[src/hw/rtl/acvb_pkg.sv]
// Shared types and constants for the associative cache with victim buffer.
package acvb_pkg;

   localparam int MAIN_LINES_DEF   = 4;
   localparam int VICTIM_LINES_DEF = 2;
   localparam int BLOCK_BITS_DEF   = 24;

   // Fixed field widths of the request and response streams
   localparam int BLOCK_W    = 24;
   localparam int OUTCOME_W  = 2;
   localparam int LINE_W     = 2;
   localparam int COUNT_W    = 32;
   localparam int REQ_DATA_W = 24;
   localparam int RSP_DATA_W = 128;

   localparam logic [COUNT_W-1:0] COUNT_MAX = '1;

   typedef enum logic [OUTCOME_W-1:0] {
      OUTCOME_MAIN_HIT   = 2'd0,
      OUTCOME_VICTIM_HIT = 2'd1,
      OUTCOME_MISS       = 2'd2
   } outcome_type;

   // One-cycle strobes, one per outcome, raised for each request that completes
   typedef struct packed {
      logic main_hit;
      logic victim_hit;
      logic miss;
   } count_event_type;

endpackage

[src/hw/rtl/acvb_lookup.sv]
// Parallel tag compare and replacement line pick over one tag store.
module acvb_lookup #(
   parameter int LINES    = acvb_pkg::MAIN_LINES_DEF,
   parameter int TAG_BITS = acvb_pkg::BLOCK_BITS_DEF,
   localparam int IDX_W   = (LINES > 1) ? $clog2(LINES) : 1
) (
   input  logic [TAG_BITS-1:0] tags [LINES],
   input  logic [LINES-1:0]    valid,
   input  logic [TAG_BITS-1:0] tag,
   output logic                hit,
   output logic [IDX_W-1:0]    hit_idx,
   output logic [IDX_W-1:0]    free_idx
);

   logic [LINES-1:0] match;

   always_comb begin
      for (int i = 0; i < LINES; i++) begin
         match[i] = valid[i] && (tags[i] == tag);
      end
   end

   assign hit = |match;

   // Walk downwards so that the lowest matching or invalid entry wins
   always_comb begin
      hit_idx  = '0;
      free_idx = '0;
      for (int i = LINES - 1; i >= 0; i--) begin
         if (match[i]) begin
            hit_idx = IDX_W'(i);
         end
         if (!valid[i]) begin
            free_idx = IDX_W'(i);
         end
      end
   end

endmodule

[src/hw/rtl/acvb_counters.sv]
// Saturating outcome counters.
module acvb_counters (
   input  logic                            clock,
   input  logic                            reset,
   input  acvb_pkg::count_event_type       evt,
   output logic [acvb_pkg::COUNT_W-1:0]    main_hit_count,
   output logic [acvb_pkg::COUNT_W-1:0]    victim_hit_count,
   output logic [acvb_pkg::COUNT_W-1:0]    miss_count
);

   logic [acvb_pkg::COUNT_W-1:0] main_hits_ff,   main_hits_in;
   logic [acvb_pkg::COUNT_W-1:0] victim_hits_ff, victim_hits_in;
   logic [acvb_pkg::COUNT_W-1:0] misses_ff,      misses_in;

   // Hold at the top value once reached
   always_comb begin
      main_hits_in   = main_hits_ff;
      victim_hits_in = victim_hits_ff;
      misses_in      = misses_ff;
      if (evt.main_hit && (main_hits_ff != acvb_pkg::COUNT_MAX)) begin
         main_hits_in = main_hits_ff + 1'b1;
      end
      if (evt.victim_hit && (victim_hits_ff != acvb_pkg::COUNT_MAX)) begin
         victim_hits_in = victim_hits_ff + 1'b1;
      end
      if (evt.miss && (misses_ff != acvb_pkg::COUNT_MAX)) begin
         misses_in = misses_ff + 1'b1;
      end
   end

   always_ff @(posedge clock) begin
      if (reset) begin
         main_hits_ff   <= '0;
         victim_hits_ff <= '0;
         misses_ff      <= '0;
      end else begin
         main_hits_ff   <= main_hits_in;
         victim_hits_ff <= victim_hits_in;
         misses_ff      <= misses_in;
      end
   end

   assign main_hit_count   = main_hits_ff;
   assign victim_hit_count = victim_hits_ff;
   assign miss_count       = misses_ff;

endmodule

[src/hw/rtl/associative_cache_with_victim_buffer.sv]
// Top level of the fully associative cache tag array with a victim buffer.
//
// Each request carries one block number. It is looked up in a fully associative
// main tag store of MAIN_LINES entries and, on a main miss, in a victim store of
// VICTIM_LINES entries. A victim hit swaps that entry with the main replacement
// line; a miss in both fills the replacement line and pushes the displaced
// valid tag into the victim store, possibly dropping an older victim. The
// replacement line of either store is its lowest invalid entry, or entry 0 once
// the store is full. Every request yields one response with the outcome, the
// main line used, the dropped victim tag if any, and three saturating 32-bit
// outcome counters as they stand after this request. A request is registered
// on entry, resolved by the parallel tag compare of both stores once the
// response register is free or drains, and its response registered at the
// same edge at which the stores and counters update; one request completes
// every cycle while the response side keeps up. Tags and valid bits live in
// flip-flops; valid bits clear on reset, and no initialisation pass is needed.
module associative_cache_with_victim_buffer #(
   parameter int MAIN_LINES   = acvb_pkg::MAIN_LINES_DEF,
   parameter int VICTIM_LINES = acvb_pkg::VICTIM_LINES_DEF,
   parameter int BLOCK_BITS   = acvb_pkg::BLOCK_BITS_DEF
) (
   input  logic                              clock,
   input  logic                              reset,
   // Request stream
   input  logic                              req_tvalid,
   output logic                              req_tready,
   // [23:0] block_number
   input  logic [acvb_pkg::REQ_DATA_W-1:0]   req_tdata,
   // Response stream
   output logic                              rsp_tvalid,
   input  logic                              rsp_tready,
   // [1:0] outcome, [3:2] main_line, [4] victim_dropped, [28:5] dropped_block,
   // [60:29] main_hit_count, [92:61] victim_hit_count, [124:93] miss_count,
   // [127:125] zero
   output logic [acvb_pkg::RSP_DATA_W-1:0]   rsp_tdata
);

   localparam int MIDX_W     = (MAIN_LINES > 1) ? $clog2(MAIN_LINES) : 1;
   localparam int VIDX_W     = (VICTIM_LINES > 1) ? $clog2(VICTIM_LINES) : 1;
   localparam int TAG_EXT_W  = (BLOCK_BITS > acvb_pkg::BLOCK_W) ? BLOCK_BITS
                                                                 : acvb_pkg::BLOCK_W;
   localparam int LINE_EXT_W = (MIDX_W > acvb_pkg::LINE_W) ? MIDX_W : acvb_pkg::LINE_W;
   localparam int PAD_W      = acvb_pkg::RSP_DATA_W - acvb_pkg::OUTCOME_W
                               - acvb_pkg::LINE_W - 1 - acvb_pkg::BLOCK_W
                               - 3 * acvb_pkg::COUNT_W;

   // ---------------------------------------------------------------------
   // Handshake: input register feeding the response register
   // ---------------------------------------------------------------------
   logic                  in_valid_ff,  in_valid_in;
   logic [BLOCK_BITS-1:0] in_block_ff;
   logic                  rsp_valid_ff, rsp_valid_in;
   logic                  advance;
   logic                  req_take;
   logic [TAG_EXT_W-1:0]  req_block_ext;

   // Resolve the held request whenever the response register is free or drains
   assign advance     = in_valid_ff && (!rsp_valid_ff || rsp_tready);
   assign req_tready  = !in_valid_ff || advance;
   assign req_take    = req_tvalid && req_tready;
   assign in_valid_in = req_take || (in_valid_ff && !advance);
   assign rsp_valid_in = advance || (rsp_valid_ff && !rsp_tready);

   // Drop block number bits above BLOCK_BITS
   assign req_block_ext = TAG_EXT_W'(req_tdata[acvb_pkg::BLOCK_W-1:0]);

   // ---------------------------------------------------------------------
   // Tag stores
   // ---------------------------------------------------------------------
   logic [BLOCK_BITS-1:0]   main_tags_ff   [MAIN_LINES];
   logic [BLOCK_BITS-1:0]   main_tags_in   [MAIN_LINES];
   logic [MAIN_LINES-1:0]   main_valid_ff,   main_valid_in;
   logic [BLOCK_BITS-1:0]   victim_tags_ff [VICTIM_LINES];
   logic [BLOCK_BITS-1:0]   victim_tags_in [VICTIM_LINES];
   logic [VICTIM_LINES-1:0] victim_valid_ff, victim_valid_in;

   logic              m_hit;
   logic [MIDX_W-1:0] m_hit_idx;
   logic [MIDX_W-1:0] m_free_idx;
   logic              v_hit;
   logic [VIDX_W-1:0] v_hit_idx;
   logic [VIDX_W-1:0] v_free_idx;

   acvb_lookup #(
      .LINES    (MAIN_LINES),
      .TAG_BITS (BLOCK_BITS)
   ) u_main_lookup (
      .tags     (main_tags_ff),
      .valid    (main_valid_ff),
      .tag      (in_block_ff),
      .hit      (m_hit),
      .hit_idx  (m_hit_idx),
      .free_idx (m_free_idx)
   );

   acvb_lookup #(
      .LINES    (VICTIM_LINES),
      .TAG_BITS (BLOCK_BITS)
   ) u_victim_lookup (
      .tags     (victim_tags_ff),
      .valid    (victim_valid_ff),
      .tag      (in_block_ff),
      .hit      (v_hit),
      .hit_idx  (v_hit_idx),
      .free_idx (v_free_idx)
   );

   // ---------------------------------------------------------------------
   // Resolve the held request: main hit, victim swap or fill
   // ---------------------------------------------------------------------
   acvb_pkg::outcome_type     outcome_in;
   logic [MIDX_W-1:0]         line_idx;
   logic                      dropped_in;
   logic [BLOCK_BITS-1:0]     dropped_tag;
   acvb_pkg::count_event_type evt;

   always_comb begin
      main_tags_in    = main_tags_ff;
      main_valid_in   = main_valid_ff;
      victim_tags_in  = victim_tags_ff;
      victim_valid_in = victim_valid_ff;
      outcome_in      = acvb_pkg::OUTCOME_MAIN_HIT;
      line_idx        = m_hit_idx;
      dropped_in      = 1'b0;
      dropped_tag     = '0;
      evt             = '0;
      if (m_hit) begin
         // Tags untouched on a main hit
         evt.main_hit = advance;
      end else if (v_hit) begin
         // Swap the victim entry with the main replacement line
         outcome_in                 = acvb_pkg::OUTCOME_VICTIM_HIT;
         line_idx                   = m_free_idx;
         main_tags_in[m_free_idx]   = victim_tags_ff[v_hit_idx];
         main_valid_in[m_free_idx]  = 1'b1;
         victim_tags_in[v_hit_idx]  = main_tags_ff[m_free_idx];
         victim_valid_in[v_hit_idx] = main_valid_ff[m_free_idx];
         evt.victim_hit             = advance;
      end else begin
         // Fill; demote a valid displaced tag into the victim store
         outcome_in = acvb_pkg::OUTCOME_MISS;
         line_idx   = m_free_idx;
         if (main_valid_ff[m_free_idx]) begin
            if (victim_valid_ff[v_free_idx]) begin
               dropped_in  = 1'b1;
               dropped_tag = victim_tags_ff[v_free_idx];
            end
            victim_tags_in[v_free_idx]  = main_tags_ff[m_free_idx];
            victim_valid_in[v_free_idx] = 1'b1;
         end
         main_tags_in[m_free_idx]  = in_block_ff;
         main_valid_in[m_free_idx] = 1'b1;
         evt.miss                  = advance;
      end
   end

   // ---------------------------------------------------------------------
   // Counters
   // ---------------------------------------------------------------------
   logic [acvb_pkg::COUNT_W-1:0] main_hit_count;
   logic [acvb_pkg::COUNT_W-1:0] victim_hit_count;
   logic [acvb_pkg::COUNT_W-1:0] miss_count;

   // Counters move only at an advance, so they always match the response held
   acvb_counters u_counters (
      .clock            (clock),
      .reset            (reset),
      .evt              (evt),
      .main_hit_count   (main_hit_count),
      .victim_hit_count (victim_hit_count),
      .miss_count       (miss_count)
   );

   // ---------------------------------------------------------------------
   // Registers
   // ---------------------------------------------------------------------
   logic [LINE_EXT_W-1:0]          line_ext;
   logic [TAG_EXT_W-1:0]           dropped_ext;
   acvb_pkg::outcome_type          rsp_outcome_ff;
   logic [acvb_pkg::LINE_W-1:0]    rsp_line_ff;
   logic                           rsp_dropped_ff;
   logic [acvb_pkg::BLOCK_W-1:0]   rsp_dropped_block_ff;

   assign line_ext    = LINE_EXT_W'(line_idx);
   assign dropped_ext = TAG_EXT_W'(dropped_tag);

   always_ff @(posedge clock) begin
      if (reset) begin
         in_valid_ff     <= 1'b0;
         rsp_valid_ff    <= 1'b0;
         main_valid_ff   <= '0;
         victim_valid_ff <= '0;
      end else begin
         in_valid_ff  <= in_valid_in;
         rsp_valid_ff <= rsp_valid_in;
         if (advance) begin
            main_valid_ff   <= main_valid_in;
            victim_valid_ff <= victim_valid_in;
         end
      end
   end

   // Payload and tags need no reset
   always_ff @(posedge clock) begin
      if (req_take) begin
         in_block_ff <= req_block_ext[BLOCK_BITS-1:0];
      end
      if (advance) begin
         main_tags_ff         <= main_tags_in;
         victim_tags_ff       <= victim_tags_in;
         rsp_outcome_ff       <= outcome_in;
         rsp_line_ff          <= line_ext[acvb_pkg::LINE_W-1:0];
         rsp_dropped_ff       <= dropped_in;
         rsp_dropped_block_ff <= dropped_ext[acvb_pkg::BLOCK_W-1:0];
      end
   end

   assign rsp_tvalid = rsp_valid_ff;
   assign rsp_tdata  = {{PAD_W{1'b0}}, miss_count, victim_hit_count, main_hit_count,
                        rsp_dropped_block_ff, rsp_dropped_ff, rsp_line_ff,
                        rsp_outcome_ff};

   // ---------------------------------------------------------------------
   // Assertions
   // ---------------------------------------------------------------------
   // Main lines never lose their valid bit
   a_main_valid_sticky : assert property (@(posedge clock) disable iff (reset)
      1'b1 |=> ((main_valid_ff & $past(main_valid_ff)) == $past(main_valid_ff)))
      else $error("main store lost a valid bit");

   // Victim store fills only once the main store is full
   a_victim_needs_full_main : assert property (@(posedge clock) disable iff (reset)
      (|victim_valid_ff) |-> (&main_valid_ff))
      else $error("victim entry valid while main store has a free line");

   // A drop is reported only on a miss, and the dropped tag is zero otherwise
   a_drop_on_miss : assert property (@(posedge clock) disable iff (reset)
      (rsp_valid_ff && rsp_dropped_ff) |-> (rsp_outcome_ff == acvb_pkg::OUTCOME_MISS))
      else $error("victim drop reported outside a miss");

   a_drop_tag_zero : assert property (@(posedge clock) disable iff (reset)
      (rsp_valid_ff && !rsp_dropped_ff) |-> (rsp_dropped_block_ff == '0))
      else $error("dropped block nonzero without a drop");

   // A held response freezes the stores
   a_stall_holds_state : assert property (@(posedge clock) disable iff (reset)
      (rsp_valid_ff && !rsp_tready) |=> ($stable(main_valid_ff) && $stable(miss_count)))
      else $error("state moved while the response was stalled");

endmodule
[config.mk]
export PLATFORM = sky130hd
export DESIGN_NAME = associative_cache_with_victim_buffer
export DESIGN_NICKNAME = d
export VERILOG_FILES = /design/src/hw/rtl/acvb_pkg.sv /design/src/hw/rtl/acvb_lookup.sv /design/src/hw/rtl/acvb_counters.sv /design/src/hw/rtl/associative_cache_with_victim_buffer.sv
export SDC_FILE = /design/constraint.sdc
export NUM_CORES = 1
export LEC_CHECK = 0
export ABC_AREA = 1
export BUFFER_PORTS_ARGS = -buffer_cell sky130_fd_sc_hd__buf_2
export CAP_MARGIN = 10
export CORE_MARGIN = 4
export CORE_UTILIZATION = 35
export CTS_CLUSTER_SIZE = 20
export DETAILED_ROUTE_END_ITERATION = 7
export PLACE_DENSITY = 0.5
export REMOVE_ABC_BUFFERS = 1
export SLEW_MARGIN = 10
export SYNTH_ARGS = -nofsm -noshare
export SYNTH_HDL_FRONTEND = slang
export SYNTH_SLANG_ARGS = --single-unit
[constraint.sdc]
create_clock -name clock -period 3.5 [get_ports clock]
set_clock_uncertainty 0.05 [all_clocks]
set_input_delay 0.35 -clock clock [delete_from_list [all_inputs] [get_ports clock]]
set_output_delay 0.35 -clock clock [all_outputs]
set_load 0.005 [all_outputs]
==> reports/qor.json, run 1 <==
{
  "design.die.area": {"value": 57280, "unit": "sq um"},
  "power_density": {"value": 395.3, "unit": "nW/um^2"},
  "routed_via_density": {"value": 5.072},
  "synthSimpleGateAreaFrac": {"value": 40.02, "unit": "%"},
  "async_reset_ff_share": {"value": 0, "unit": "%"},
  "layout_setup_ws": {"value": 0.2785, "unit": "ns"},
  "cts-root-to-sink-buffers": {"value": 3},
  "run_status": {"value": "complete, no violations"},
  "cts.sinks": {"value": 301},
  "skew_pair_late_insertion_delay": {"value": 0.58, "unit": "ns"},
  "non_filler_instance_count_after_layout": {"value": 3647},
  "n_antenna_cell": {"value": 0},
  "path_delay_family": {"value": "simple AND/OR/NAND/NOR gates"},
  "grt_remaining_overflow": {"value": 0},
  "synth_seq_cells": {"value": 301},
  "cp.required": {"value": 3.68, "unit": "ns"},
  "finalHoldViolations": {"value": 0},
  "drtIter0Drc": {"value": 1708},
  "clk_transition_reported_paths": {"value": 0.06, "unit": "ns"},
  "dp_hpwl": {"value": 51390, "unit": "um"},
  "post_synth_fa_ha_maj_area_fraction": {"value": 0.2004, "unit": "%"},
  "fin_hold_ws": {"value": 0.04656, "unit": "ns"},
  "cts_max_level": {"value": 2},
  "mostFrequentLayoutCell": {"value": "sky130_fd_sc_hd__nand2_1"},
  "report.final.slew_viol_count": {"value": 0},
  "setup_repair_after_global_routing_missed_its_margin": {"value": "false"},
  "vias": {"value": 18499},
  "mostFrequentLayoutCells": {"value": "sky130_fd_sc_hd__nand2_1 (825), sky130_fd_sc_hd__nor2_1 (549), sky130_fd_sc_hd__inv_1 (412)"},
  "track_usage": {"value": 23.02, "unit": "%"},
  "synth.area.mux_share": {"value": 0, "unit": "%"},
  "fin_setup_tns": {"value": 0, "unit": "ns"},
  "synthesis.instances": {"value": 2758},
  "multi_input_area": {"value": 8541, "unit": "sq um"},
  "initial_core_util": {"value": 35.50, "unit": "%"},
  "endpoint_kind": {"value": "flop"},
  "dpl.cell_count": {"value": 3549},
  "min_period": {"value": 3.222, "unit": "ns"},
  "yosys_warnings": {"value": 0},
  "synth_compound_area_share": {"value": 4.315, "unit": "%"},
  "critical_path.cell_chain": {"value": "inv_2, nand2_1, nand2_1, nor2_1, nand2_1, nor2_2, nand2_1, nor2_1, nor2_2, nand2_4, nor2_1, nand2_1, nor2_2, buf_4"},
  "wire_length_of_the_first_global_routing_pass": {"value": 101800, "unit": "um"},
  "fin_area": {"value": 21680, "unit": "sq um"},
  "worst_path_largest_cell_delay": {"value": 0.60, "unit": "ns"},
  "layout-drive-gt1-share": {"value": 11.63, "unit": "%"},
  "path_category_of_the_worst_min_delay_check": {"value": "input port to flop"},
  "layout.filler_cells": {"value": 5543},
  "synth_cell_types": {"value": 45},
  "predominant_post_synthesis_flop_cell": {"value": "sky130_fd_sc_hd__edfxtp_1"},
  "synth_top_family_by_area": {"value": "simple AND/OR/NAND/NOR gates"},
  "placement.io_buffers": {"value": 154},
  "grt_antenna_before_repair": {"value": 0},
  "syn_to_final_growth": {"value": 15.76, "unit": "%"},
  "vias_in_the_first_global_route": {"value": 17320},
  "wl_per_cell": {"value": 18.57, "unit": "um"},
  "drt_first_pass_iters": {"value": 6},
  "path_common_cell": {"value": "sky130_fd_sc_hd__nand2_1"},
  "post_synth_edffs": {"value": 197},
  "fp.dieW": {"value": 239.3, "unit": "um"},
  "tritoncts_clock_tree": {"value": "built"},
  "power.leakage": {"value": 10.28, "unit": "nW"},
  "clockRootBuffer": {"value": "sky130_fd_sc_hd__clkbuf_16"},
  "wl": {"value": 67730, "unit": "um"},
  "cts-buffers-inserted": {"value": 39},
  "placed_area": {"value": 20210, "unit": "sq um"},
  "critPathBufInv": {"value": 2},
  "rows": {"value": 84},
  "class_of_the_most_critical_setup_path": {"value": "flop to flop"},
  "setup-violations-final": {"value": 0},
  "postSynthAreaPerCell": {"value": 6.792, "unit": "sq um"},
  "io-pin-count": {"value": 158},
  "worst_setup_slack_post_dpl": {"value": 0.2903, "unit": "ns"},
  "final_net_count": {"value": 2959},
  "post_synthesis_xor_xnor_area_fraction": {"value": 0.8884, "unit": "%"},
  "share_of_the_clock_period_used_by_the_worst_path": {"value": 92.04, "unit": "%"},
  "crit_path_max_fanout": {"value": 17},
  "timing_worst_slew_pin_value": {"value": 1.186, "unit": "ns"},
  "timing.slew.headroom": {"value": 20.92, "unit": "%"},
  "core-area": {"value": 52760, "unit": "sq um"},
  "die_h": {"value": 239.3, "unit": "um"},
  "max_cap_violations": {"value": 0},
  "cp-start-kind": {"value": "flop"},
  "drc_errors": {"value": 0},
  "maximum_vdd_drop": {"value": 0.2448, "unit": "mV"},
  "synth_area": {"value": 18730, "unit": "sq um"},
  "synth_sequential_area_ratio": {"value": 42.70, "unit": "%"},
  "crit_slowest_cell": {"value": "sky130_fd_sc_hd__edfxtp_1"},
  "finalWeightedCongestion": {"value": 1.008},
  "seqCellArea": {"value": 7998, "unit": "sq um"},
  "max_clock_freq": {"value": 310.4, "unit": "MHz"},
  "pin_count_of_the_biggest_net_entering_global_routing": {"value": 62},
  "post_route_antenna_net_violation_count": {"value": 0},
  "crit_path_arrival_time": {"value": 3.40, "unit": "ns"}
}
==> report_power, final <==
group,internal [W],switching [W]
Sequential,0.00384,0.0000715
Clock,0.00226,0.00165
Combinational,0.000213,0.000532
Total,0.00632,0.00225
==> registers in the layout (all words and copies together), names as in the netlist, 4 cells and up <==
signal,cells
in_block_ff,24
main_tags_ff,96
main_valid_ff,4
rsp_dropped_block_ff,24
u_counters.main_hit_count,32
u_counters.miss_count,32
u_counters.victim_hit_count,32
victim_tags_ff,48
==> worst paths after layout <==
kind,endpoint,cells past startpoint,startpoint,slack (ns)
setup / recovery,victim_tags_ff[26],14,in_block_ff[3],0.28
hold / removal,rsp_tvalid,4,rsp_tready,0.05
setup reg to reg,victim_tags_ff[26],14,in_block_ff[3],0.28
hold reg to reg,rsp_tvalid,2,in_valid_ff,0.42
==> cell families (layout without fill, tap and decap cells) <==
| logic type | count (synthesis) | count (layout) |
|---|---|---|
| simple gates | 1752 | 1752 |
| buf+inv | 539 | 738 |
| flops | 301 | 301 |
| compound gates | 143 | 143 |
| xor+xnor | 19 | 19 |
| fa+ha+maj | 3 | 3 |
| other cells | 1 | 3 |
==> metal layers <==
layer / global-route usage (%) / share of wire, %
met1: 31.04 / 44
met2: 37.83 / 46
met3: 2.994 / 6.6
met4: 8.830 / 4.0
met5: 0 / 0
==> Yosys cell counts (4+ instances only) <==
library cell	count	area, sq um
sky130_fd_sc_hd__xnor2_1	10	87.58
sky130_fd_sc_hd__nor4_1	5	31.28
sky130_fd_sc_hd__xor2_1	9	78.83
sky130_fd_sc_hd__nor2_2	9	56.30
sky130_fd_sc_hd__o21ai_0	54	270.3
sky130_fd_sc_hd__nand4_1	158	988.5
sky130_fd_sc_hd__o21ai_1	4	20.02
sky130_fd_sc_hd__buf_2	21	105.1
sky130_fd_sc_hd__o22ai_1	22	137.6
sky130_fd_sc_hd__dfxtp_1	104	2082
sky130_fd_sc_hd__a21oi_1	38	190.2
sky130_fd_sc_hd__edfxtp_1	197	5916
sky130_fd_sc_hd__nand3_2	22	220.2
sky130_fd_sc_hd__buf_4	13	97.59
sky130_fd_sc_hd__nor2_1	553	2076
sky130_fd_sc_hd__nand2_1	825	3097
sky130_fd_sc_hd__nand3_1	87	435.4
sky130_fd_sc_hd__and3_1	5	31.28
sky130_fd_sc_hd__inv_2	25	93.84
sky130_fd_sc_hd__buf_6	13	146.4
sky130_fd_sc_hd__nand3b_1	12	90.09
sky130_fd_sc_hd__nand2_2	16	100.1
sky130_fd_sc_hd__buf_1	8	30.03
sky130_fd_sc_hd__clkbuf_1	40	150.1
sky130_fd_sc_hd__o21bai_1	19	142.6
sky130_fd_sc_hd__nor3_1	44	220.2
sky130_fd_sc_hd__inv_1	413	1550
==> stage by stage <==
stage	power, W	util, %
after floorplan	0.004386	-
after global placement	0.004695	38.31
after detailed placement	0.004697	38.31
after CTS	0.008696	41.08
after global routing	0.008917	41.10
final	0.008571	41.10
==> layout make-up <==
| class | count | area share [%] |
|---|---|---|
| clock buffer | 53 | 4.836 |
| clock inverter | 19 | 0.7617 |
| inverter | 442 | 7.663 |
| multi-input combinational | 1920 | 39.39 |
| sequential | 301 | 36.88 |
| tap | 688 | 3.970 |
| timing repair buffer | 224 | 6.497 |
==> worst min-delay path, delay by kind of cell <==
family	cells	cell delay (ns)
buffers and inverters	2	0.14
AND/OR/NAND/NOR	1	0.08
AO/OA/AOI/OAI	1	0.06
==> timing repair <==
action                                  CTS  global route
resized for setup                         0             0
endpoints found under the setup margin    0             9
buffers inserted                          0             1
hold buffers                             25             0
endpoints found under the hold margin    25             0
Note: power is estimated with default switching activity, not from simulation.
==> run 2, diff against run 1 <==
- ABC_AREA: 1 -> not set
- PLACE_DENSITY: 0.5 -> 0.51
- clock period: 3.5 -> 4 ns (I/O delays scaled with it)
==> run 2 against run 1 <==
First-iteration DRC count is 44% lower. Register-to-register slack worse by 0.02 ns. Sequential cell count stayed put. Cell count is 39% lower. Combinational power is 45% lower. Die area is 19% lower. Clock-buffer cell count is 2 lower.
==> reports/qor.json, run 2 <==
{
  "vias_in_the_first_global_route": {"value": 10869, "change": "was 17,320"},
  "top_register": {"value": "main_tags_ff", "change": "unchanged"},
  "multi_input_area": {"value": 6608, "unit": "sq um", "change": "was 8541 sq um"},
  "synthesis.instances": {"value": 1462, "change": "was 2,758"},
  "synth_seq_cells": {"value": 301, "change": "unchanged"},
  "timing.slew.headroom": {"value": 24.18, "unit": "%", "change": "was 20.92%"},
  "critPathBufInv": {"value": 0, "change": "was 2"},
  "synth_top_area_cells": {"value": "sky130_fd_sc_hd__edfxtp_1 (39%), sky130_fd_sc_hd__dfxtp_1 (14%), sky130_fd_sc_hd__xnor2_1 (6.7%)", "change": "was sky130_fd_sc_hd__edfxtp_1 (32%), sky130_fd_sc_hd__nand2_1 (17%), sky130_fd_sc_hd__dfxtp_1 (11%)"},
  "report.final.slew_viol_count": {"value": 0, "change": "unchanged"},
  "wire_length_of_the_first_global_routing_pass": {"value": 68430, "unit": "um", "change": "was 101,800 um"},
  "post_synth_top_area_cell": {"value": "sky130_fd_sc_hd__edfxtp_1", "change": "unchanged"},
  "cts_max_level": {"value": 2, "change": "unchanged"},
  "finalWeightedCongestion": {"value": 1.007, "change": "was 1.008"},
  "tritoncts_clock_tree": {"value": "built", "change": "unchanged"},
  "share_of_the_clock_period_used_by_the_worst_path": {"value": 93.64, "unit": "%", "change": "was 92.04%"},
  "rows": {"value": 75, "change": "was 84"},
  "placement.io_buffers": {"value": 154, "change": "unchanged"},
  "drtIter0Drc": {"value": 955, "change": "was 1,708"},
  "synth_cell_types": {"value": 57, "change": "was 45"},
  "timing_worst_slew_pin_value": {"value": 1.136, "unit": "ns", "change": "was 1.186 ns"},
  "dpl.cell_count": {"value": 2135, "change": "was 3,549"},
  "power.leakage": {"value": 6.482, "unit": "nW", "change": "was 10.28 nW"},
  "die_h": {"value": 215.6, "unit": "um", "change": "was 239.3 um"},
  "r2r_cells": {"value": 8, "change": "was 14"},
  "netSwitchingFraction": {"value": 23.30, "unit": "%", "change": "was 26.29%"},
  "clockRootBuffer": {"value": "sky130_fd_sc_hd__clkbuf_16", "change": "unchanged"},
  "post-synth-top-area-fraction": {"value": 39.20, "unit": "%", "change": "was 31.58%"},
  "layout.filler_cells": {"value": 4122, "change": "was 5,543"},
  "maximum_vdd_drop": {"value": 0.2627, "unit": "mV", "change": "was 0.2448 mV"},
  "layout-drive-gt1-share": {"value": 17.77, "unit": "%", "change": "was 11.63%"},
  "timing.hold.worst_path_depth": {"value": 1, "change": "was 4"},
  "pin_count_of_the_biggest_net_entering_global_routing": {"value": 81, "change": "was 62"},
  "cts-buffers-inserted": {"value": 36, "change": "was 39"},
  "worst_path_largest_cell_delay": {"value": 0.78, "unit": "ns", "change": "was 0.60 ns"},
  "path_category_of_the_worst_min_delay_check": {"value": "input port to flop", "change": "unchanged"},
  "wl_per_cell": {"value": 20.46, "unit": "um", "change": "was 18.57 um"},
  "design.die.area": {"value": 46500, "unit": "sq um", "change": "was 57,280 sq um"},
  "setup_repair_after_global_routing_missed_its_margin": {"value": "false", "change": "unchanged"},
  "met2_usage": {"value": 29.06, "unit": "%", "change": "was 37.83%"},
  "fp.dieW": {"value": 215.6, "unit": "um", "change": "was 239.3 um"},
  "netSwitchingPower": {"value": 0.001601, "unit": "W", "change": "was 0.002253 W"},
  "io-pin-count": {"value": 158, "change": "unchanged"},
  "cellInternalPower": {"value": 0.005270, "unit": "W", "change": "was 0.006318 W"},
  "synthTopCellsByCount": {"value": "sky130_fd_sc_hd__edfxtp_1 (197), sky130_fd_sc_hd__nor2_1 (147), sky130_fd_sc_hd__xnor2_1 (116)", "change": "was sky130_fd_sc_hd__nand2_1 (825), sky130_fd_sc_hd__nor2_1 (553), sky130_fd_sc_hd__inv_1 (413)"},
  "non_filler_instance_count_after_layout": {"value": 2216, "change": "was 3,647"},
  "mostFrequentLayoutCells": {"value": "sky130_fd_sc_hd__edfxtp_1 (197), sky130_fd_sc_hd__buf_2 (153), sky130_fd_sc_hd__nor2_1 (138)", "change": "was sky130_fd_sc_hd__nand2_1 (825), sky130_fd_sc_hd__nor2_1 (549), sky130_fd_sc_hd__inv_1 (412)"},
  "vias": {"value": 11557, "change": "was 18,499"},
  "post_route_antenna_net_violation_count": {"value": 0, "change": "unchanged"},
  "grt_antenna_before_repair": {"value": 1, "change": "was 0"},
  "most_frequently_used_cell_type_in_the_post_synthesis_netlist": {"value": "sky130_fd_sc_hd__edfxtp_1", "change": "was sky130_fd_sc_hd__nand2_1"},
  "max_cap_violations": {"value": 0, "change": "unchanged"},
  "final_net_count": {"value": 1645, "change": "was 2,959"},
  "crit_path_max_fanout": {"value": 13, "change": "was 17"},
  "synth_sequential_area_ratio": {"value": 53.00, "unit": "%", "change": "was 42.70%"},
  "drt_first_pass_iters": {"value": 5, "change": "was 6"},
  "seqCellArea": {"value": 7998, "unit": "sq um", "change": "unchanged"},
  "mostFrequentLayoutCell": {"value": "sky130_fd_sc_hd__edfxtp_1", "change": "was sky130_fd_sc_hd__nand2_1"},
  "finalHoldViolations": {"value": 0, "change": "unchanged"},
  "grtUsageMet3": {"value": 3.488, "unit": "%", "change": "was 2.994%"},
  "post_synth_edffs": {"value": 197, "change": "unchanged"},
  "cts-root-to-sink-buffers": {"value": 3, "change": "unchanged"},
  "critical_path.cell_chain": {"value": "xnor2_1, nand4_1, or4_1, nor4_1, nor4_2, nor2_1, and3_1, mux2_2", "change": "was inv_2, nand2_1, nand2_1, nor2_1, nand2_1, nor2_2, nand2_1, nor2_1, nor2_2, nand2_4, nor2_1, nand2_1, nor2_2, buf_4"},
  "skew_pair_late_insertion_delay": {"value": 0.55, "unit": "ns", "change": "was 0.58 ns"},
  "run_status": {"value": "complete, no violations", "change": "unchanged"},
  "power.clock.fraction": {"value": 44.0, "unit": "%", "change": "was 45.7%"},
  "core-area": {"value": 42320, "unit": "sq um", "change": "was 52,760 sq um"},
  "crit_path_arrival_time": {"value": 4.12, "unit": "ns", "change": "was 3.40 ns"},
  "grt-busiest-layer": {"value": "met2", "change": "unchanged"},
  "placed_area": {"value": 16500, "unit": "sq um", "change": "was 20,210 sq um"},
  "critical_path_depth": {"value": 8, "change": "was 14"},
  "syn_to_final_growth": {"value": 17.48, "unit": "%", "change": "was 15.76%"},
  "clk_transition_reported_paths": {"value": 0.06, "unit": "ns", "change": "about the same"},
  "fin_area": {"value": 17730, "unit": "sq um", "change": "was 21,680 sq um"},
  "class_of_the_most_critical_setup_path": {"value": "flop to flop", "change": "unchanged"},
  "report.power.total": {"value": 0.006872, "unit": "W", "change": "was 0.008571 W"},
  "top_regs": {"value": "main_tags_ff (96), victim_tags_ff (48)", "change": "unchanged"},
  "track_usage": {"value": 19.02, "unit": "%", "change": "was 23.02%"},
  "p_seq_share": {"value": 50.0, "unit": "%", "change": "was 45.6%"},
  "fin_setup_tns": {"value": 0, "unit": "ns", "change": "unchanged"},
  "crit_slowest_cell": {"value": "sky130_fd_sc_hd__nor2_1", "change": "was sky130_fd_sc_hd__edfxtp_1"},
  "endpoint_kind": {"value": "flop", "change": "unchanged"},
  "path_delay_family": {"value": "simple AND/OR/NAND/NOR gates", "change": "unchanged"},
  "largest_reg_flops": {"value": 96, "change": "unchanged"},
  "routed_via_density": {"value": 5.215, "change": "was 5.072"},
  "wl": {"value": 45340, "unit": "um", "change": "was 67,730 um"},
  "setup-violations-final": {"value": 0, "change": "unchanged"},
  "yosys_warnings": {"value": 0, "change": "unchanged"},
  "power_density": {"value": 387.6, "unit": "nW/um^2", "change": "was 395.3 nW/um^2"},
  "min_period": {"value": 3.746, "unit": "ns", "change": "was 3.222 ns"},
  "max_clock_freq": {"value": 267.0, "unit": "MHz", "change": "was 310.4 MHz"},
  "predominant_post_synthesis_flop_cell": {"value": "sky130_fd_sc_hd__edfxtp_1", "change": "unchanged"},
  "async_reset_ff_share": {"value": 0, "unit": "%", "change": "unchanged"},
  "grt_remaining_overflow": {"value": 0, "change": "unchanged"},
  "drc_errors": {"value": 0, "change": "unchanged"},
  "cts.sinks": {"value": 301, "change": "unchanged"},
  "gate_power_share": {"value": 6.0, "unit": "%", "change": "was 8.7%"},
  "initial_core_util": {"value": 35.66, "unit": "%", "change": "was 35.50%"},
  "grt.met1_usage": {"value": 27.05, "unit": "%", "change": "was 31.04%"},
  "cp-start-kind": {"value": "flop", "change": "unchanged"},
  "postSynthAreaPerCell": {"value": 10.32, "unit": "sq um", "change": "was 6.792 sq um"},
  "dp_hpwl": {"value": 32390, "unit": "um", "change": "was 51,390 um"},
  "synth_area": {"value": 15090, "unit": "sq um", "change": "was 18,730 sq um"},
  "cp.required": {"value": 4.37, "unit": "ns", "change": "was 3.68 ns"}
}
==> run 2: changes by cell type after synthesis, moves of 56 or more <==
cell | previous run | this run
sky130_fd_sc_hd__nand2_1 | 825 | 70
sky130_fd_sc_hd__nand4_1 | 158 | 78
sky130_fd_sc_hd__xnor2_1 | 10 | 116
sky130_fd_sc_hd__nor2b_1 | 1 | 57
sky130_fd_sc_hd__nor2_1 | 553 | 147
sky130_fd_sc_hd__inv_1 | 413 | 28
sky130_fd_sc_hd__and2_1 | 1 | 104
==> run 2: logic make-up (layout without fill, tap and decap cells) <==
logic type               after synthesis  in the layout  synth area share (%)
XOR/XNOR                             167            167                 9.692
AO/OA/AOI/OAI                        120            120                 5.066
flip-flops                           301            301                 53.00
other                                  1              4               0.02485
multiplexers                          34             34                 2.504
adder cells (fa/ha/maj)                3              3                0.2488
AND/OR/NAND/NOR                      715            715                 26.04
buffers and inverters                121            295                 3.424
==> run 2: through the flow <==
step | hold slack, ns | setup WS [ns] | utilization, %
after CTS | 0.003145 | 0.2230 | 41.88
after global placement | 0.4313 | 0.2875 | 38.98
final | 0.03718 | 0.2543 | 41.89
after floorplan | 0.4191 | 0.04864 | -
after global routing | 0.01739 | 0.03927 | 41.88
after detailed placement | 0.4400 | 0.2392 | 38.98
==> run 2: worst paths after layout <==
check / start / to / slack, ns
worst max-delay path: in_block_ff[20] / u_counters.main_hit_count[31] / 0.25
worst min register to register: u_counters.main_hit_count[9] / u_counters.main_hit_count[9] / 0.44
worst min-delay path: req_tdata[8] / in_block_ff[8] / 0.04
worst max register to register: in_block_ff[20] / u_counters.main_hit_count[31] / 0.25
==> run 2: power by group through the flow <==
stage	Combinational (W)	Sequential, W	Clock [W]
finish	0.000412	0.00343	0.00303
global route	0.000446	0.00344	0.00327
CTS	0.000411	0.00343	0.00314
detailed placement	0.000397	0.00350	0
global placement	0.000396	0.00350	0
floorplan	0.000210	0.00348	0
==> run 2: layer usage <==
metal / routed length, um / share of wire (%) / vias to the layer above
li1: - / - / 5524
met1: 20730 / 46 / 5577
met2: 20080 / 44 / 378
met3: 3048 / 6.7 / 78
met4: 1483 / 3.3 / 0
met5: 0 / 0 / -
==> run 2: area by class of cell <==
class	instances	share of cell area, %
well taps	577	4.072
multi-input cells	1042	37.27
flip-flops and latches	301	45.11
diodes	1	0.01412
inverters	30	0.6352
clock inverters	11	0.4023
repair buffers	203	6.973
clock buffers	51	5.519
==> run 2: what timing repair did <==
item                                   CTS  global route
endpoints found under the hold margin   18             0
hold buffers                            18             0
gates resized for setup                  0             0
buffers inserted                         0             0
==> run 3, diff against run 2 <==
- BUFFER_PORTS_ARGS: -buffer_cell sky130_fd_sc_hd__buf_2 -> not set
- DONT_BUFFER_PORTS: not set -> 1
- PLACE_DENSITY: 0.51 -> 0.48
==> run 3 against run 2 <==
Sequential share of layout area is 1.3 points higher. Fmax is 3.3% higher. Setup slack better by 0.12 ns. Non-clock buffer count is 142 lower. Clock power is 11% higher. Hold slack better by 0.0027 ns. Global-route usage is 0.53 points lower. Power is 4.4% higher. Largest power group unchanged.
==> reports/qor.json, run 3 (synthesized netlist as in run 2, its figures left out) <==
{
  "run_status": {"value": "complete, no violations", "change": "unchanged"},
  "fp.dieW": {"value": 215.6, "unit": "um", "change": "unchanged"},
  "drtIter0Drc": {"value": 1030, "change": "was 955"},
  "cts_max_level": {"value": 2, "change": "unchanged"},
  "syn_to_final_growth": {"value": 14.23, "unit": "%", "change": "was 17.48%"},
  "grt_antenna_before_repair": {"value": 2, "change": "was 1"},
  "setup-violations-final": {"value": 0, "change": "unchanged"},
  "pin_count_of_the_biggest_net_entering_global_routing": {"value": 72, "change": "was 81"},
  "setup_repair_after_global_routing_missed_its_margin": {"value": "false", "change": "unchanged"},
  "cts.sinks": {"value": 301, "change": "unchanged"},
  "report.power.total": {"value": 0.007176, "unit": "W", "change": "was 0.006872 W"},
  "io-pin-count": {"value": 158, "change": "unchanged"},
  "finalHoldViolations": {"value": 0, "change": "unchanged"},
  "layout-drive-gt1-share": {"value": 10.05, "unit": "%", "change": "was 17.77%"},
  "wl": {"value": 43950, "unit": "um", "change": "was 45,340 um"},
  "rows": {"value": 75, "change": "unchanged"},
  "post_route_antenna_net_violation_count": {"value": 0, "change": "unchanged"},
  "timing.hold.worst_path_depth": {"value": 2, "change": "was 1"},
  "routed_via_density": {"value": 5.233, "change": "was 5.215"},
  "clockRootBuffer": {"value": "sky130_fd_sc_hd__clkbuf_16", "change": "unchanged"},
  "finalWeightedCongestion": {"value": 0.9366, "change": "was 1.007"},
  "fin_setup_tns": {"value": 0, "unit": "ns", "change": "unchanged"},
  "skew_pair_late_insertion_delay": {"value": 0.55, "unit": "ns", "change": "about the same"},
  "wire_length_of_the_first_global_routing_pass": {"value": 66940, "unit": "um", "change": "was 68,430 um"},
  "timing.slew.headroom": {"value": 34.19, "unit": "%", "change": "was 24.18%"},
  "grt_remaining_overflow": {"value": 0, "change": "unchanged"},
  "final_net_count": {"value": 1505, "change": "was 1,645"},
  "vias": {"value": 10890, "change": "was 11,557"},
  "drt_first_pass_iters": {"value": 6, "change": "was 5"},
  "min_period": {"value": 3.627, "unit": "ns", "change": "was 3.746 ns"},
  "endpoint_kind": {"value": "flop", "change": "unchanged"},
  "core-area": {"value": 42320, "unit": "sq um", "change": "unchanged"},
  "cts-buffers-inserted": {"value": 38, "change": "was 36"},
  "fin_hold_ws": {"value": 0.03993, "unit": "ns", "change": "was 0.03718 ns"},
  "timing_worst_slew_pin_value": {"value": 0.9797, "unit": "ns", "change": "was 1.136 ns"},
  "clk_transition_reported_paths": {"value": 0.06, "unit": "ns", "change": "about the same"},
  "track_usage": {"value": 18.49, "unit": "%", "change": "was 19.02%"},
  "initial_core_util": {"value": 35.66, "unit": "%", "change": "unchanged"},
  "mostFrequentLayoutCell": {"value": "sky130_fd_sc_hd__edfxtp_1", "change": "unchanged"},
  "mostFrequentLayoutCells": {"value": "sky130_fd_sc_hd__edfxtp_1 (197), sky130_fd_sc_hd__nor2_1 (138), sky130_fd_sc_hd__xnor2_1 (116)", "change": "was sky130_fd_sc_hd__edfxtp_1 (197), sky130_fd_sc_hd__buf_2 (153), sky130_fd_sc_hd__nor2_1 (138)"},
  "wl_per_cell": {"value": 21.12, "unit": "um", "change": "was 20.46 um"},
  "vias_in_the_first_global_route": {"value": 10620, "change": "was 10,869"},
  "class_of_the_most_critical_setup_path": {"value": "flop to flop", "change": "unchanged"},
  "drc_errors": {"value": 0, "change": "unchanged"},
  "dp_hpwl": {"value": 30790, "unit": "um", "change": "was 32,390 um"},
  "largest_reg_flops": {"value": 96, "change": "unchanged"},
  "r2r_cells": {"value": 9, "change": "was 8"},
  "report.final.slew_viol_count": {"value": 0, "change": "unchanged"},
  "top_regs": {"value": "main_tags_ff (96), victim_tags_ff (48)", "change": "unchanged"},
  "maximum_vdd_drop": {"value": 0.2853, "unit": "mV", "change": "was 0.2627 mV"},
  "cts-root-to-sink-buffers": {"value": 3, "change": "unchanged"},
  "die_h": {"value": 215.6, "unit": "um", "change": "unchanged"},
  "share_of_the_clock_period_used_by_the_worst_path": {"value": 90.68, "unit": "%", "change": "was 93.64%"},
  "crit_path_arrival_time": {"value": 4.01, "unit": "ns", "change": "was 4.12 ns"},
  "cp-start-kind": {"value": "flop", "change": "unchanged"},
  "max_cap_violations": {"value": 0, "change": "unchanged"},
  "cp.required": {"value": 4.38, "unit": "ns", "change": "was 4.37 ns"},
  "max_clock_freq": {"value": 275.7, "unit": "MHz", "change": "was 267.0 MHz"},
  "design.die.area": {"value": 46500, "unit": "sq um", "change": "unchanged"},
  "power_density": {"value": 416.3, "unit": "nW/um^2", "change": "was 387.6 nW/um^2"},
  "path_category_of_the_worst_min_delay_check": {"value": "input port to flop", "change": "unchanged"},
  "layout.filler_cells": {"value": 4112, "change": "was 4,122"},
  "final_core_utilization": {"value": 40.73, "unit": "%", "change": "was 41.89%"},
  "layout_setup_ws": {"value": 0.3728, "unit": "ns", "change": "was 0.2543 ns"},
  "tritoncts_clock_tree": {"value": "built", "change": "unchanged"},
  "worst_setup_slack_post_dpl": {"value": 0.2620, "unit": "ns", "change": "was 0.2392 ns"},
  "power.leakage": {"value": 5.869, "unit": "nW", "change": "was 6.482 nW"},
  "top_register": {"value": "main_tags_ff", "change": "unchanged"},
  "placement.io_buffers": {"value": 0, "change": "was 154"},
  "crit_path_max_fanout": {"value": 10, "change": "was 13"}
}
## run 3: cell count changes in the layout (fill, tap and decap cells not counted), sizes merged
cell and change:
buf -151, bufinv +1, clkbuf +7, clkinv -3, diode +1, dlygate4sd3 +9, inv +1
## run 3: repair_timing
item / in CTS / in global routing
setup endpoints to repair: 0 / 5
setup buffers: 0 / 0
hold buffers: 28 / 0
endpoints found under the hold margin: 82 / 0
gates resized for setup: 0 / 1
## run 3: stage by stage
step	area, sq um	cells
final	17240	2081
after global routing	17240	2081
after CTS	17230	2079
after detailed placement	15720	1983
after global placement	15720	1983
after floorplan	14690	1373
## run 3: worst max-delay path: stages, from the launching register on
cell and delay, ns:
sky130_fd_sc_hd__edfxtp_1 0.60, sky130_fd_sc_hd__xnor2_1 0.43, sky130_fd_sc_hd__nand4_1 0.13, sky130_fd_sc_hd__or4_1 0.56, sky130_fd_sc_hd__nor4_2 0.43, sky130_fd_sc_hd__nor4_2 0.18
sky130_fd_sc_hd__buf_4 0.20, sky130_fd_sc_hd__nor3b_2 0.44, sky130_fd_sc_hd__nand3_1 0.15, sky130_fd_sc_hd__mux2_1 0.32
## run 3: area by class of cell
cell class / count / area (sq um) / share of cell area, %
sequential: 301 / 7998 / 46.40
multi-input combinational: 1042 / 6613 / 38.36
clock buffer: 58 / 1099 / 6.373
tap: 577 / 721.9 / 4.188
timing repair buffer: 61 / 583.1 / 3.382
inverter: 30 / 112.6 / 0.6533
clock inverter: 10 / 106.4 / 0.6170
antenna: 2 / 5.005 / 0.02903
## run 3: routing by layer
layer / global-route usage (%) / part of all wire, % / vias to the layer above
met2: 27.71 / 44 / 303
met1: 26.47 / 47 / 5270
li1: - / - / 5251
met4: 5.454 / 2.9 / 0
met3: 4.684 / 6.3 / 66
met5: 0 / 0 / -
## run 3: power breakdown
group	internal [W]	switching, W	leakage [nW]
Combinational	0.000141	0.000218	2.55
Sequential	0.00336	0.0000865	2.73
Clock	0.00202	0.00135	0.590
Total	0.00552	0.00165	5.87
## run 3: worst paths after layout
path                    from                         endpoint  slack (ns)
min                    reset  u_counters.victim_hit_count[15]        0.04
max reg2reg  in_block_ff[11]    u_counters.main_hit_count[30]        0.37
max          in_block_ff[11]    u_counters.main_hit_count[30]        0.37
min reg2reg      in_valid_ff                       rsp_tvalid        0.47
